### config.mk
export PLATFORM = sky130hd
export DESIGN_NAME = touch_pad_gesture_detector_unit_flat
export DESIGN_NICKNAME = d
export VERILOG_FILES = /design/src/tpgd_pkg.sv /design/src/tpgd_sample_if.sv /design/src/tpgd_result_if.sv /design/src/tpgd_ram.sv /design/src/touch_pad_gesture_detector_unit.sv /design/src/flat_wrapper.sv
export SDC_FILE = /design/constraint.sdc
export NUM_CORES = 2
export LEC_CHECK = 0
export ABC_AREA = 0
export BUFFER_PORTS_ARGS = -buffer_cell sky130_fd_sc_hd__buf_2
export CELL_PAD_IN_SITES_DETAIL_PLACEMENT = 0
export CELL_PAD_IN_SITES_GLOBAL_PLACEMENT = 1
export CORE_MARGIN = 4
export CORE_UTILIZATION = 45
export DETAILED_ROUTE_END_ITERATION = 16
export PLACE_DENSITY = 0.8
export SETUP_SLACK_MARGIN = 0.15
export SYNTH_ARGS = -nofsm -noshare
export SYNTH_HDL_FRONTEND = slang
export SYNTH_SLANG_ARGS = --single-unit
### constraint.sdc
create_clock -name clk -period 27.6 [get_ports clk]
set_input_delay 5.52 -clock clk [delete_from_list [all_inputs] [get_ports clk]]
set_output_delay 5.52 -clock clk [all_outputs]
set_load 0.02 [all_outputs]
### src/tpgd_pkg.sv
// Shared constants and types of the touch pad gesture detector.
package tpgd_pkg;

	// Default sizing of the per-pad state.
	localparam int NUM_PADS    = 10;
	localparam int COUNT_WIDTH = 16;

	// The enable mask has one bit per physical pad.
	localparam int MASK_PADS = 10;

	// APB address width: four 32-bit registers.
	localparam int PADDR_W = 4;

	// Reset values of the configuration registers.
	localparam logic [15:0] THRESHOLD_RST  = 16'd500;
	localparam logic [15:0] DC_WINDOW_RST  = 16'd300;
	localparam logic [15:0] LONG_DELAY_RST = 16'd1000;
	localparam logic [MASK_PADS-1:0] PAD_ENABLE_RST = '0;

	// Register indexes (word address).
	typedef enum logic [1:0] {
		REG_THRESHOLD  = 2'd0,
		REG_DC_WINDOW  = 2'd1,
		REG_LONG_DELAY = 2'd2,
		REG_PAD_ENABLE = 2'd3
	} reg_idx_t;

	// Status codes.
	localparam logic STATUS_OK       = 1'b0;
	localparam logic STATUS_DISABLED = 1'b1;

	// One result item.
	typedef struct packed {
		logic [3:0]  pad_number;
		logic        status;
		logic        is_pressed;
		logic        press_edge;
		logic        release_edge;
		logic [15:0] edge_sample_count;
		logic        double_click;
		logic        single_click;
		logic [15:0] click_sample_count;
		logic        long_press;
		logic [31:0] long_press_elapsed_ms;
	} result_t;

endpackage

### src/tpgd_sample_if.sv
// Input channel: one filtered touch sample per transfer.
interface tpgd_sample_if;
	logic        valid;
	logic        ready;
	logic [3:0]  pad_index;
	logic [15:0] filtered_sample;
	logic [31:0] time_ms;

	modport source (output valid, pad_index, filtered_sample, time_ms, input ready);
	modport sink   (input valid, pad_index, filtered_sample, time_ms, output ready);
endinterface

### src/tpgd_result_if.sv
// Output channel: one gesture result per transfer.
interface tpgd_result_if;
	logic        valid;
	logic        ready;
	logic [3:0]  pad_number;
	logic        status;
	logic        is_pressed;
	logic        press_edge;
	logic        release_edge;
	logic [15:0] edge_sample_count;
	logic        double_click;
	logic        single_click;
	logic [15:0] click_sample_count;
	logic        long_press;
	logic [31:0] long_press_elapsed_ms;

	modport source (output valid, pad_number, status, is_pressed, press_edge, release_edge,
		edge_sample_count, double_click, single_click, click_sample_count, long_press,
		long_press_elapsed_ms, input ready);
	modport sink (input valid, pad_number, status, is_pressed, press_edge, release_edge,
		edge_sample_count, double_click, single_click, click_sample_count, long_press,
		long_press_elapsed_ms, output ready);
endinterface

### src/tpgd_ram.sv
// Generic single-write, single-read RAM with registered read data.
module tpgd_ram #(
	parameter int Width = 8,
	parameter int Depth = 16,
	localparam int AddrW = (Depth > 1) ? $clog2(Depth) : 1
) (
	input  logic             clk,
	input  logic             we,
	input  logic [AddrW-1:0] waddr,
	input  logic [Width-1:0] wdata,
	input  logic             re,
	input  logic [AddrW-1:0] raddr,
	output logic [Width-1:0] rdata
);

	logic [Width-1:0] mem [Depth];

	// Read returns the contents before a same-cycle write.
	always_ff @(posedge clk) begin
		if (we) begin
			mem[waddr] <= wdata;
		end
		if (re) begin
			rdata <= mem[raddr];
		end
	end

endmodule

### src/touch_pad_gesture_detector_unit.sv
// Top level of the touch pad gesture detector: config registers, state RAM and update pipeline.
//
// Takes one sample transfer per clock unless the result output stalls, and returns one result
// per sample through the stage 1 and output registers. The per-pad state lives in one RAM:
// the entry is read when the sample is taken and written back when the updated sample leaves
// the update stage, so a pad may be hit in consecutive cycles; the freshly written entry is
// forwarded to the next sample of the same pad. Entries that were never written read as
// released with all counters and times zero, right out of reset, with no clearing pass.
// Configuration must be written through the APB port only while no sample is in flight, which
// the block does not enforce; a disabled pad's samples return status 1 and leave the state untouched.
module touch_pad_gesture_detector_unit #(
	parameter int NumPads    = tpgd_pkg::NUM_PADS,
	parameter int CountWidth = tpgd_pkg::COUNT_WIDTH
) (
	input  logic                         clk,
	input  logic                         arst_n,
	tpgd_sample_if.sink                  sample,
	tpgd_result_if.source                result,
	input  logic                         psel,
	input  logic                         penable,
	input  logic                         pwrite,
	input  logic [tpgd_pkg::PADDR_W-1:0] paddr,
	input  logic [31:0]                  pwdata,
	output logic [31:0]                  prdata,
	output logic                         pready
);

	localparam int AddrW = (NumPads > 1) ? $clog2(NumPads) : 1;

	// One RAM entry per pad.
	typedef struct packed {
		logic                  pressed;
		logic [CountWidth-1:0] cnt;
		logic [31:0]           click_time;
		logic                  pending;
		logic [CountWidth-1:0] saved;
		logic [31:0]           long_ref;
		logic                  armed;
	} entry_t;

	localparam int EntryW = $bits(entry_t);

	// Configuration registers.
	logic [15:0]                    threshold_q;
	logic [15:0]                    dc_window_q;
	logic [15:0]                    long_delay_q;
	logic [tpgd_pkg::MASK_PADS-1:0] pad_enable_q;
	tpgd_pkg::reg_idx_t             reg_idx;

	assign pready  = 1'b1;
	assign reg_idx = tpgd_pkg::reg_idx_t'(paddr[3:2]);

	always_ff @(posedge clk or negedge arst_n) begin
		if (!arst_n) begin
			threshold_q  <= tpgd_pkg::THRESHOLD_RST;
			dc_window_q  <= tpgd_pkg::DC_WINDOW_RST;
			long_delay_q <= tpgd_pkg::LONG_DELAY_RST;
			pad_enable_q <= tpgd_pkg::PAD_ENABLE_RST;
		end else if (psel && penable && pwrite) begin
			case (reg_idx)
				tpgd_pkg::REG_THRESHOLD:  threshold_q  <= pwdata[15:0];
				tpgd_pkg::REG_DC_WINDOW:  dc_window_q  <= pwdata[15:0];
				tpgd_pkg::REG_LONG_DELAY: long_delay_q <= pwdata[15:0];
				tpgd_pkg::REG_PAD_ENABLE: pad_enable_q <= pwdata[tpgd_pkg::MASK_PADS-1:0];
				default: ;
			endcase
		end
	end

	// Register readback
	always_comb begin
		case (reg_idx)
			tpgd_pkg::REG_THRESHOLD:  prdata = 32'(threshold_q);
			tpgd_pkg::REG_DC_WINDOW:  prdata = 32'(dc_window_q);
			tpgd_pkg::REG_LONG_DELAY: prdata = 32'(long_delay_q);
			tpgd_pkg::REG_PAD_ENABLE: prdata = 32'(pad_enable_q);
			default:                  prdata = '0;
		endcase
	end

	// Pipeline control
	logic             s1_valid_q;
	logic             out_valid_q;
	logic             s1_adv;
	logic             take;
	logic             wr_en;
	logic [AddrW-1:0] in_addr;
	logic             in_enabled;

	assign s1_adv       = s1_valid_q && (!out_valid_q || result.ready);
	assign sample.ready = !s1_valid_q || s1_adv;
	assign take         = sample.valid && sample.ready;
	assign in_addr      = AddrW'(sample.pad_index);
	assign in_enabled   = (32'(sample.pad_index) < 32'(NumPads))
		&& (32'(sample.pad_index) < 32'(tpgd_pkg::MASK_PADS))
		&& pad_enable_q[sample.pad_index];

	// Stage 1 registers: sample, lookup side info and forwarded entry
	logic [3:0]       pad_s1;
	logic [15:0]      level_s1;
	logic [31:0]      time_s1;
	logic             en_s1;
	logic             fwd_s1;
	logic             rdv_s1;
	entry_t           fwd_data_s1;
	logic [AddrW-1:0] addr_s1;
	logic [NumPads-1:0] written_q;
	logic [EntryW-1:0]  rdata;
	entry_t           nxt;

	always_ff @(posedge clk) begin
		if (take) begin
			pad_s1      <= sample.pad_index;
			level_s1    <= sample.filtered_sample;
			time_s1     <= sample.time_ms;
			addr_s1     <= in_addr;
			rdv_s1      <= written_q[in_addr];
			fwd_data_s1 <= nxt;
		end
	end

	always_ff @(posedge clk or negedge arst_n) begin
		if (!arst_n) begin
			s1_valid_q <= 1'b0;
			en_s1      <= 1'b0;
			fwd_s1     <= 1'b0;
			written_q  <= '0;
		end else begin
			if (take) begin
				s1_valid_q <= 1'b1;
				en_s1      <= in_enabled;
				fwd_s1     <= wr_en && (addr_s1 == in_addr);
			end else if (s1_adv) begin
				s1_valid_q <= 1'b0;
			end
			if (wr_en) begin
				written_q[addr_s1] <= 1'b1;
			end
		end
	end

	assign wr_en = s1_adv && en_s1;

	tpgd_ram #(
		.Width (EntryW),
		.Depth (NumPads)
	) u_state_ram (
		.clk   (clk),
		.we    (wr_en),
		.waddr (addr_s1),
		.wdata (nxt),
		.re    (take),
		.raddr (in_addr),
		.rdata (rdata)
	);

	// Update stage: gesture rules on the current entry
	entry_t            cur;
	tpgd_pkg::result_t res;
	logic              pressed;
	logic [CountWidth-1:0] cnt_inc;
	logic [31:0]       cnt_w;
	logic [31:0]       saved_w;
	logic [31:0]       dc;
	logic [31:0]       dl;
	logic              dc_in_window;

	always_comb begin
		if (fwd_s1) begin
			cur = fwd_data_s1;
		end else if (rdv_s1) begin
			cur = entry_t'(rdata);
		end else begin
			cur = '0;
		end

		pressed      = level_s1 <= threshold_q;
		cnt_inc      = (cur.cnt == {CountWidth{1'b1}}) ? cur.cnt : cur.cnt + CountWidth'(1);
		cnt_w        = 32'(cnt_inc);
		saved_w      = 32'(cur.saved);
		dc           = time_s1 - cur.click_time;
		dl           = time_s1 - cur.long_ref;
		dc_in_window = dc < 32'(dc_window_q);

		nxt     = cur;
		nxt.cnt = cnt_inc;
		res     = '0;
		res.pad_number = pad_s1;

		if (!en_s1) begin
			res.status = tpgd_pkg::STATUS_DISABLED;
		end else begin
			res.status = tpgd_pkg::STATUS_OK;
			if (pressed != cur.pressed) begin
				// Press or release edge
				res.press_edge        = pressed;
				res.release_edge      = !pressed;
				res.edge_sample_count = (cnt_w > 32'hFFFF) ? 16'hFFFF : cnt_w[15:0];
				if (cur.pending && pressed && dc_in_window) begin
					res.double_click = 1'b1;
					nxt.pending      = 1'b0;
				end else begin
					if (cur.pending && !dc_in_window) begin
						res.single_click       = 1'b1;
						res.click_sample_count = (saved_w > 32'hFFFF) ? 16'hFFFF : saved_w[15:0];
						nxt.pending            = 1'b0;
					end
					if (pressed) begin
						nxt.click_time = time_s1;
						nxt.pending    = 1'b1;
						nxt.saved      = cnt_inc;
					end
				end
				if (pressed) begin
					nxt.armed    = 1'b1;
					nxt.long_ref = time_s1;
				end
				nxt.cnt     = '0;
				nxt.pressed = pressed;
			end else begin
				// Steady level: expired click and long press
				if (cur.pending && !dc_in_window) begin
					res.single_click       = 1'b1;
					res.click_sample_count = (saved_w > 32'hFFFF) ? 16'hFFFF : saved_w[15:0];
					nxt.pending            = 1'b0;
				end
				if (pressed && cur.armed && (dl >= 32'(long_delay_q))) begin
					res.long_press            = 1'b1;
					res.long_press_elapsed_ms = dl;
					nxt.long_ref              = time_s1;
				end
			end
			res.is_pressed = nxt.pressed;
		end
	end

	// Output register
	tpgd_pkg::result_t out_q;

	always_ff @(posedge clk) begin
		if (s1_adv) begin
			out_q <= res;
		end
	end

	always_ff @(posedge clk or negedge arst_n) begin
		if (!arst_n) begin
			out_valid_q <= 1'b0;
		end else if (s1_adv) begin
			out_valid_q <= 1'b1;
		end else if (result.ready) begin
			out_valid_q <= 1'b0;
		end
	end

	assign result.valid                 = out_valid_q;
	assign result.pad_number            = out_q.pad_number;
	assign result.status                = out_q.status;
	assign result.is_pressed            = out_q.is_pressed;
	assign result.press_edge            = out_q.press_edge;
	assign result.release_edge          = out_q.release_edge;
	assign result.edge_sample_count     = out_q.edge_sample_count;
	assign result.double_click          = out_q.double_click;
	assign result.single_click          = out_q.single_click;
	assign result.click_sample_count    = out_q.click_sample_count;
	assign result.long_press            = out_q.long_press;
	assign result.long_press_elapsed_ms = out_q.long_press_elapsed_ms;

endmodule

### src/flat_wrapper.sv
// flat-port wrapper written by rule: the top's interface ports become plain ports
module touch_pad_gesture_detector_unit_flat 
#(
	parameter int NumPads    = tpgd_pkg::NUM_PADS,
	parameter int CountWidth = tpgd_pkg::COUNT_WIDTH
)
  (clk, arst_n, psel, penable, pwrite, paddr, pwdata, prdata, pready, sample_valid, sample_pad_index, sample_filtered_sample, sample_time_ms, sample_ready, result_valid, result_pad_number, result_status, result_is_pressed, result_press_edge, result_release_edge, result_edge_sample_count, result_double_click, result_single_click, result_click_sample_count, result_long_press, result_long_press_elapsed_ms, result_ready);
  tpgd_sample_if sample_i ();
  tpgd_result_if result_i ();
  input  logic clk;
  input  logic arst_n;
  input  logic psel;
  input  logic penable;
  input  logic pwrite;
  input  logic [tpgd_pkg::PADDR_W-1:0] paddr;
  input  logic [31:0] pwdata;
  output logic [31:0] prdata;
  output logic pready;
  input wire logic [$bits(sample_i.valid)-1:0] sample_valid;
  input wire logic [$bits(sample_i.pad_index)-1:0] sample_pad_index;
  input wire logic [$bits(sample_i.filtered_sample)-1:0] sample_filtered_sample;
  input wire logic [$bits(sample_i.time_ms)-1:0] sample_time_ms;
  output wire logic [$bits(sample_i.ready)-1:0] sample_ready;
  output wire logic [$bits(result_i.valid)-1:0] result_valid;
  output wire logic [$bits(result_i.pad_number)-1:0] result_pad_number;
  output wire logic [$bits(result_i.status)-1:0] result_status;
  output wire logic [$bits(result_i.is_pressed)-1:0] result_is_pressed;
  output wire logic [$bits(result_i.press_edge)-1:0] result_press_edge;
  output wire logic [$bits(result_i.release_edge)-1:0] result_release_edge;
  output wire logic [$bits(result_i.edge_sample_count)-1:0] result_edge_sample_count;
  output wire logic [$bits(result_i.double_click)-1:0] result_double_click;
  output wire logic [$bits(result_i.single_click)-1:0] result_single_click;
  output wire logic [$bits(result_i.click_sample_count)-1:0] result_click_sample_count;
  output wire logic [$bits(result_i.long_press)-1:0] result_long_press;
  output wire logic [$bits(result_i.long_press_elapsed_ms)-1:0] result_long_press_elapsed_ms;
  input wire logic [$bits(result_i.ready)-1:0] result_ready;
  assign sample_i.valid = sample_valid;
  assign sample_i.pad_index = sample_pad_index;
  assign sample_i.filtered_sample = sample_filtered_sample;
  assign sample_i.time_ms = sample_time_ms;
  assign sample_ready = sample_i.ready;
  assign result_valid = result_i.valid;
  assign result_pad_number = result_i.pad_number;
  assign result_status = result_i.status;
  assign result_is_pressed = result_i.is_pressed;
  assign result_press_edge = result_i.press_edge;
  assign result_release_edge = result_i.release_edge;
  assign result_edge_sample_count = result_i.edge_sample_count;
  assign result_double_click = result_i.double_click;
  assign result_single_click = result_i.single_click;
  assign result_click_sample_count = result_i.click_sample_count;
  assign result_long_press = result_i.long_press;
  assign result_long_press_elapsed_ms = result_i.long_press_elapsed_ms;
  assign result_i.ready = result_ready;
  touch_pad_gesture_detector_unit #(.NumPads(NumPads), .CountWidth(CountWidth)) u_core (.clk(clk), .arst_n(arst_n), .sample(sample_i), .result(result_i), .psel(psel), .penable(penable), .pwrite(pwrite), .paddr(paddr), .pwdata(pwdata), .prdata(prdata), .pready(pready));
endmodule
# Yosys cells after proc, flatten, opt, wreduce, memory -nomap -nowiden
# Memory sizes are Yosys's and may differ from the RTL's. A register that Yosys moved wholly into a read port is not among the register bits.
# Cells that the tools add are included.
[word_totals]
ramBits = 990
mem_count = 1
wordCells = 115
ff_bits = 299
[mem_list]
columns = ["memory", "words", "word_bits", "rd", "rd_clocked_by_memory_dff", "wr", "line_no", "rtl"]
rows = [
  ["u_core.u_state_ram.mem", 10, 99, 1, 1, 1, "tpgd_ram.sv:16", "logic [Width-1:0] mem [Depth];"],
]
[op_classes]
n_addsub = 3
magnitude_cmp = 7
n_bitwise = 3
n_reduce_logical = 29
eq_ne = 6
muxes = 35
[ops]
columns = ["op", "count"]
rows = [
  ["2-to-1 mux 99 bit", 3],
  ["one-hot mux 32 bit (4 select lines)", 1],
  ["2-to-1 mux 49 bit", 2],
  ["2-to-1 mux 32 bit", 3],
  ["2-to-1 mux 33 bit", 2],
  ["subtractor 32 bit", 2],
  ["2-to-1 mux 17 bit", 3],
  ["2-to-1 mux 16 bit", 3],
  [">= comparator 32 x 16 -> 1 bit", 1],
  ["< comparator 32 x 16 -> 1 bit", 1],
  ["adder 16 x 1 -> 16 bit, second input constant", 1],
  ["== test 16 bit, second input constant", 1],
  ["<= comparator 16 bit", 1],
  ["2-to-1 mux 1 bit", 15],
  ["logical AND 1 bit", 13],
  ["< comparator 4 x 5 -> 1 bit, second input constant", 2],
  ["bitwise OR 10 bit", 1],
  ["AND reduction 2 bit", 5],
  ["binary-select mux 1 bit (select 4 bit)", 2],
  ["demux 1 bit (select 4 bit)", 1],
  ["== test 2 bit, second input constant", 2],
  ["== test 4 bit", 1],
  [">= comparator 4 x 1 -> 1 bit, second input constant", 1],
  ["zero test 1 bit", 4],
  ["other kinds (9)", 12],
]

# Longest topological paths before layout
[logic_depth]
ltp_word = 11
mapped_depth = 34
depth_no_buf = 23

# Modules after synthesis
# Synthesis repeated with hierarchy kept, for this count alone.
[unflattened]
cells_unflattened = 3941
hier_area_um2 = 61099.8
[modules_own_cells]
columns = ["module", "seq_area_each_um2", "area_each_um2", "cells_per_inst", "n_inst"]
rows = [
  ["tpgd_ram", 32701.4, 41922.7, 2119, 1],
  ["touch_pad_gesture_detector_unit", 8638.3, 19177.1, 1822, 1],
]

# Worst setup path before layout
# OpenSTA, ideal clock, no wires.
[synth_path]
path_kind = "input to register"
from = "input result_ready"
to = "register u_core.written_q[0]"
path_stages = 6
setup_ns = 0.107
required_ns = 27.493
setup_slack_ns = 11.910
path_buffers = 0
arrival_time_ns = 15.582
cell_sequence = "nand2b_1 > and2_1 > nand2_1 > or3_1 > nor3_1 > or2_2"
[synth_via]
elab_chain_cells = 3
[synth_lines]
columns = ["item", "line_no", "rtl"]
rows = [
  ["start: declaration", "flat_wrapper.sv:36", "input wire logic [$bits(result_i.ready)-1:0] result_ready;"],
  ["logical OR 1 bit", "touch_pad_gesture_detector_unit.sv:90", "assign s1_adv = s1_valid_q && (!out_valid_q || result.ready);"],
  ["logical AND 1 bit", "touch_pad_gesture_detector_unit.sv:90", ""],
  ["via u_core.s1_adv", "touch_pad_gesture_detector_unit.sv:84", "logic s1_adv;"],
  ["logical AND 1 bit", "touch_pad_gesture_detector_unit.sv:142", "assign wr_en = s1_adv && en_s1;"],
  ["end signal: assignment", "touch_pad_gesture_detector_unit.sv:127", "written_q <= '0;"],
  ["end signal: indexed assignment", "touch_pad_gesture_detector_unit.sv:137", "written_q[addr_s1] <= 1'b1;"],
  ["end: declaration", "touch_pad_gesture_detector_unit.sv:107", "logic [NumPads-1:0] written_q;"],
]
# The timed path passes the listed nets, and every way through them passes these cells.
# A chain may end at the register's enable or synchronous reset.

# Worst setup path in the final report
[layout_path]
from = "input paddr[3] (netlist bit)"
to = "output prdata[11]"
[layout_via]
elab_chain_cells = 2
elab_cells_between_ends = 5
classes_between = "eq/ne: 3; mux: 1; reduce/logical: 1"
[layout_lines]
columns = ["item", "line_no", "rtl"]
rows = [
  ["start: declaration", "flat_wrapper.sv:15", "input logic [tpgd_pkg::PADDR_W-1:0] paddr;"],
  ["== test 2 bit (tied with other cells)", "touch_pad_gesture_detector_unit.sv:72", "case (reg_idx)"],
  ["one-hot mux 32 bit (4 select lines) (*)", "touch_pad_gesture_detector_unit.sv:72", ""],
  ["end: declaration", "flat_wrapper.sv:17", "output logic [31:0] prdata;"],
]
# Mark *: on every way between the ends. The rest lies on a longest branch, timed or not. The select of a mux whose other input is x is not followed.

==> metrics.csv <==
metric;value;unit
status;completed;
average instance area after synthesis;16.3;um^2
vias in the first global route;33900;
detailed router's first-iteration violation count;3165;
number of flops mapped to enable cells by yosys;1316;
power per cell area;73.7;nW/um^2
Post-Place Worst Slack;15.25;ns
most frequent CP cell;buf_2;
warnings from Yosys;0;
deepest level of the CTS H-tree;4;
num ports;205;
launch point of the worst hold path;u_core.written_q[3]$_DFFE_PN0P_;
final worst path period need;12.34;ns
data arrival at the endpoint of the critical path;6.82;ns
layout cells sized above 1;19.7;%
area enclosed by the die boundary;140000;um^2
RSZ-0062 raised after global routing;no;
slack of the worst reg-to-reg path;18.24;ns
Crit Reg-Reg Startpoint;u_core.rdv_s1$_DFFE_PP_;
clock root cell;clkbuf_16;
Chip Width;374;um
area of the mapped netlist;60400;um^2
total of cells resized after clock tree synthesis;0;
slack of the critical path;15.26;ns
aggregate negative setup slack;0;ns
post-route fraction of the period consumed by the critical path;44.7;%
Longest Clk Path Bufs;3;
kind of start point of the critical path;input pin;
cell family with most CP delay;buffers and inverters;
Routed WL;145000;um
total half-perimeter wirelength after legalization and detailed placement;85400;um
most used flip-flop cell after synthesis;edfxtp_1;
largest net degree at the start of global routing;140;
worst path required time;22.08;ns
buffering stage count on the worst path with inverters included;2;
actual transition at the worst max-transition pin;1.11;ns
kind of path behind the tightest hold check;reg -> reg;
endpoint kind of the worst setup timing path;output port;
share of the yosys chip area belonging to registers;68.5;%
portion of synthesized cell area occupied by the leading cell type;65.4;%
CTS tree;done;
number of instances in the synthesized netlist;3701;
Initial Utilization;45.2;%
Hold Violations, Final;0;
list of most frequent post-synthesis cells;1316 x edfxtp_1, 212 x mux4_2, 190 x mux2i_1;
total of endpoints with negative setup slack in the final report;0;
number of buffers inserted by post-CTS setup repair;0;
antenna violations before repair;3;
path depth of the worst reg2reg path;22;
total instance count after detailed placement;5488;
longest individual stage delay on the worst path;0.47;ns
number of nets in the layout;4054;
Crit Reg-Reg Endpoint;u_core.u_state_ram.mem[7][72]$_DFFE_PP_;
number of unique standard cell types used by synthesis;118;
weighted congestion reported at the end of routability-driven placement;0.897;
worst IR drop on VDD;0.0640;mV
Critical Path Fanout Max;20;
Post-Layout Cell Count;5751;
post-layout util;50.8;%
Async SR Flop Fraction;5.19;%
CP cell instances;buf_2 > nor2b_1 > nand2_1 > o21ai_0 > buf_2;
Sinks on Clock Net;1388;
total number of vias;34200;
aggregate global routing overflow;0;
area added between synthesis and finish;12.3;%
global router's overall resource usage;20.3;%
detail-routed net length per standard cell;25.2;um
max-cap violations;0;
hold depth;1;
clock-pin slew on the worst setup and hold paths;0.06;ns
area of the core region;133000;um^2
final clock skew;0.0562;ns
post-detailed-route DRC marker count;0;
pins over their slew limit;0;
remaining number of nets flagged by the antenna check after routing;0;
die extent in y;374;um
hold-critical path endpoint;u_core.written_q[3]$_DFFE_PN0P_;
drt first pass iters;5;
CP max stage cell;nor2b_1;
dominant cell type by area after synthesis;edfxtp_1;
total power draw;5.00;mW
biggest area contributors in the synthesized netlist;edfxtp_1 65%, mux4_2 7.9%, mux2i_1 3.1%, dfrtp_1 2.3%, ha_1 1.9%;
floorplan row count;134;
max-slew headroom at the worst pin;26.0;%
type of the worst setup path;in -> out;
Leak Pwr;23.1;nW
global-route wire length before repair;216000;um
flip-flop and latch count after synthesis;1388;
hold-fix buffers at CTS;0;
DR vias/cell;5.96;
number of buffers inserted during clock tree synthesis;145;
fill cell total of the finished layout;10900;
highest achievable clock rate;81.0;MHz
input/output buffers;169;
most repeated cell in the gate-level netlist after synthesis;edfxtp_1;
clock network latency to the later pin of the worst-skew pair;0.80;ns
## logic make-up after synthesis
group,after synthesis,synth area share (%)
XOR/XNOR,58,0.841
buffers and inverters,328,2.41
AND/OR/NAND/NOR,709,6.59
other,2,0.0124
multiplexers,439,11.8
flip-flops,1388,68.5
AO/OA/AOI/OAI,676,7.85
adder cells (fa/ha/maj),101,2.06
## metrics by stage
step / hold slack [ns] / cell area [um^2]
after floorplan: 0.434 / 60400
after global placement: 0.446 / 63000
after detailed placement: 0.450 / 63000
after CTS: 0.464 / 67800
after global routing: 0.473 / 67800
final: 0.467 / 67800
## final cells by class
cell class | count | area [um^2] | share of cell area, %
Inverter | 108 | 413 | 0.609
Antenna cell | 1 | 2.50 | 0.00369
Multi-Input combinational cell | 2000 | 17700 | 26.2
Sequential cell | 1388 | 41300 | 61.0
Timing Repair Buffer | 224 | 1330 | 1.97
Clock buffer | 179 | 3800 | 5.60
Tap cell | 1768 | 2210 | 3.26
Clock inverter | 83 | 962 | 1.42
## registers in the layout (all words and copies together) (netlist names), 4 cells and up
signal	cells
u_core.threshold_q	16
u_core.time_s1	32
u_core.level_s1	16
u_core.u_state_ram.rdata	99
u_core.pad_enable_q	10
u_core.result.pad_number	4
u_core.result.long_press_elapsed_ms	32
u_core.fwd_data_s1	99
u_core.dc_window_q	16
u_core.u_state_ram.mem	990
u_core.written_q	10
u_core.long_delay_q	16
u_core.pad_s1	4
u_core.result.edge_sample_count	16
u_core.result.click_sample_count	16
## placed cells by master (no fill, tap or decap), types with 15 or more instances in the layout
cell,n
or2_2,19
xor2_1,17
buf_4,53
mux2_2,33
nor2b_1,110
buf_2,164
a21oi_1,179
mux2i_1,190
xnor2_1,41
nand2_1,143
clkbuf_1,30
edfxtp_1,1316
dfstp_2,16
nor3b_1,15
nand4_1,26
nor2_1,116
clkbuf_16,145
nand3_1,30
dfrtp_1,55
nand2b_1,18
nor3_1,38
and2_1,29
and3b_1,20
clkinv_2,19
a22oi_1,71
o21ai_0,79
a21boi_0,15
nand3b_1,35
clkinv_1,27
conb_1,17
ha_1,92
nor4_1,16
inv_1,106
a21o_1,44
a211oi_1,115
mux4_2,212
## layer usage
layer	part of all wire (%)	track usage, %	vias to the layer above
met5	0.019	0	-
met2	47	31.8	1340
met4	2.3	5.56	4
met3	7.4	3.96	221
li1	-	-	15000
met1	43	29.3	17600
## report_power, final
group | internal [mW] | leakage, nW | switching (mW) | total, mW
Clock | 1.08 | 2.28 | 0.835 | 1.92
Sequential | 2.45 | 13.1 | 0.0425 | 2.49
Combinational | 0.201 | 7.69 | 0.388 | 0.589
Total | 3.73 | 23.1 | 1.27 | 5.00
## worst max-delay path by stage
stage                  from                              end  slack [ns]  depth (start not counted)
5_1_grt            paddr[3]                       prdata[11]       15.06                          5
2_1_floorplan  result_ready  u_core.written_q[0]$_DFFE_PN0P_       11.91                          6
3_3_place_gp       paddr[3]                       prdata[11]       15.23                          5
6_report           paddr[3]                       prdata[11]       15.26                          5
3_5_place_dp       paddr[3]                       prdata[11]       15.25                          5
4_1_cts            paddr[3]                       prdata[11]       15.25                          5
No activity file was read; power rests on OpenSTA's default activity.
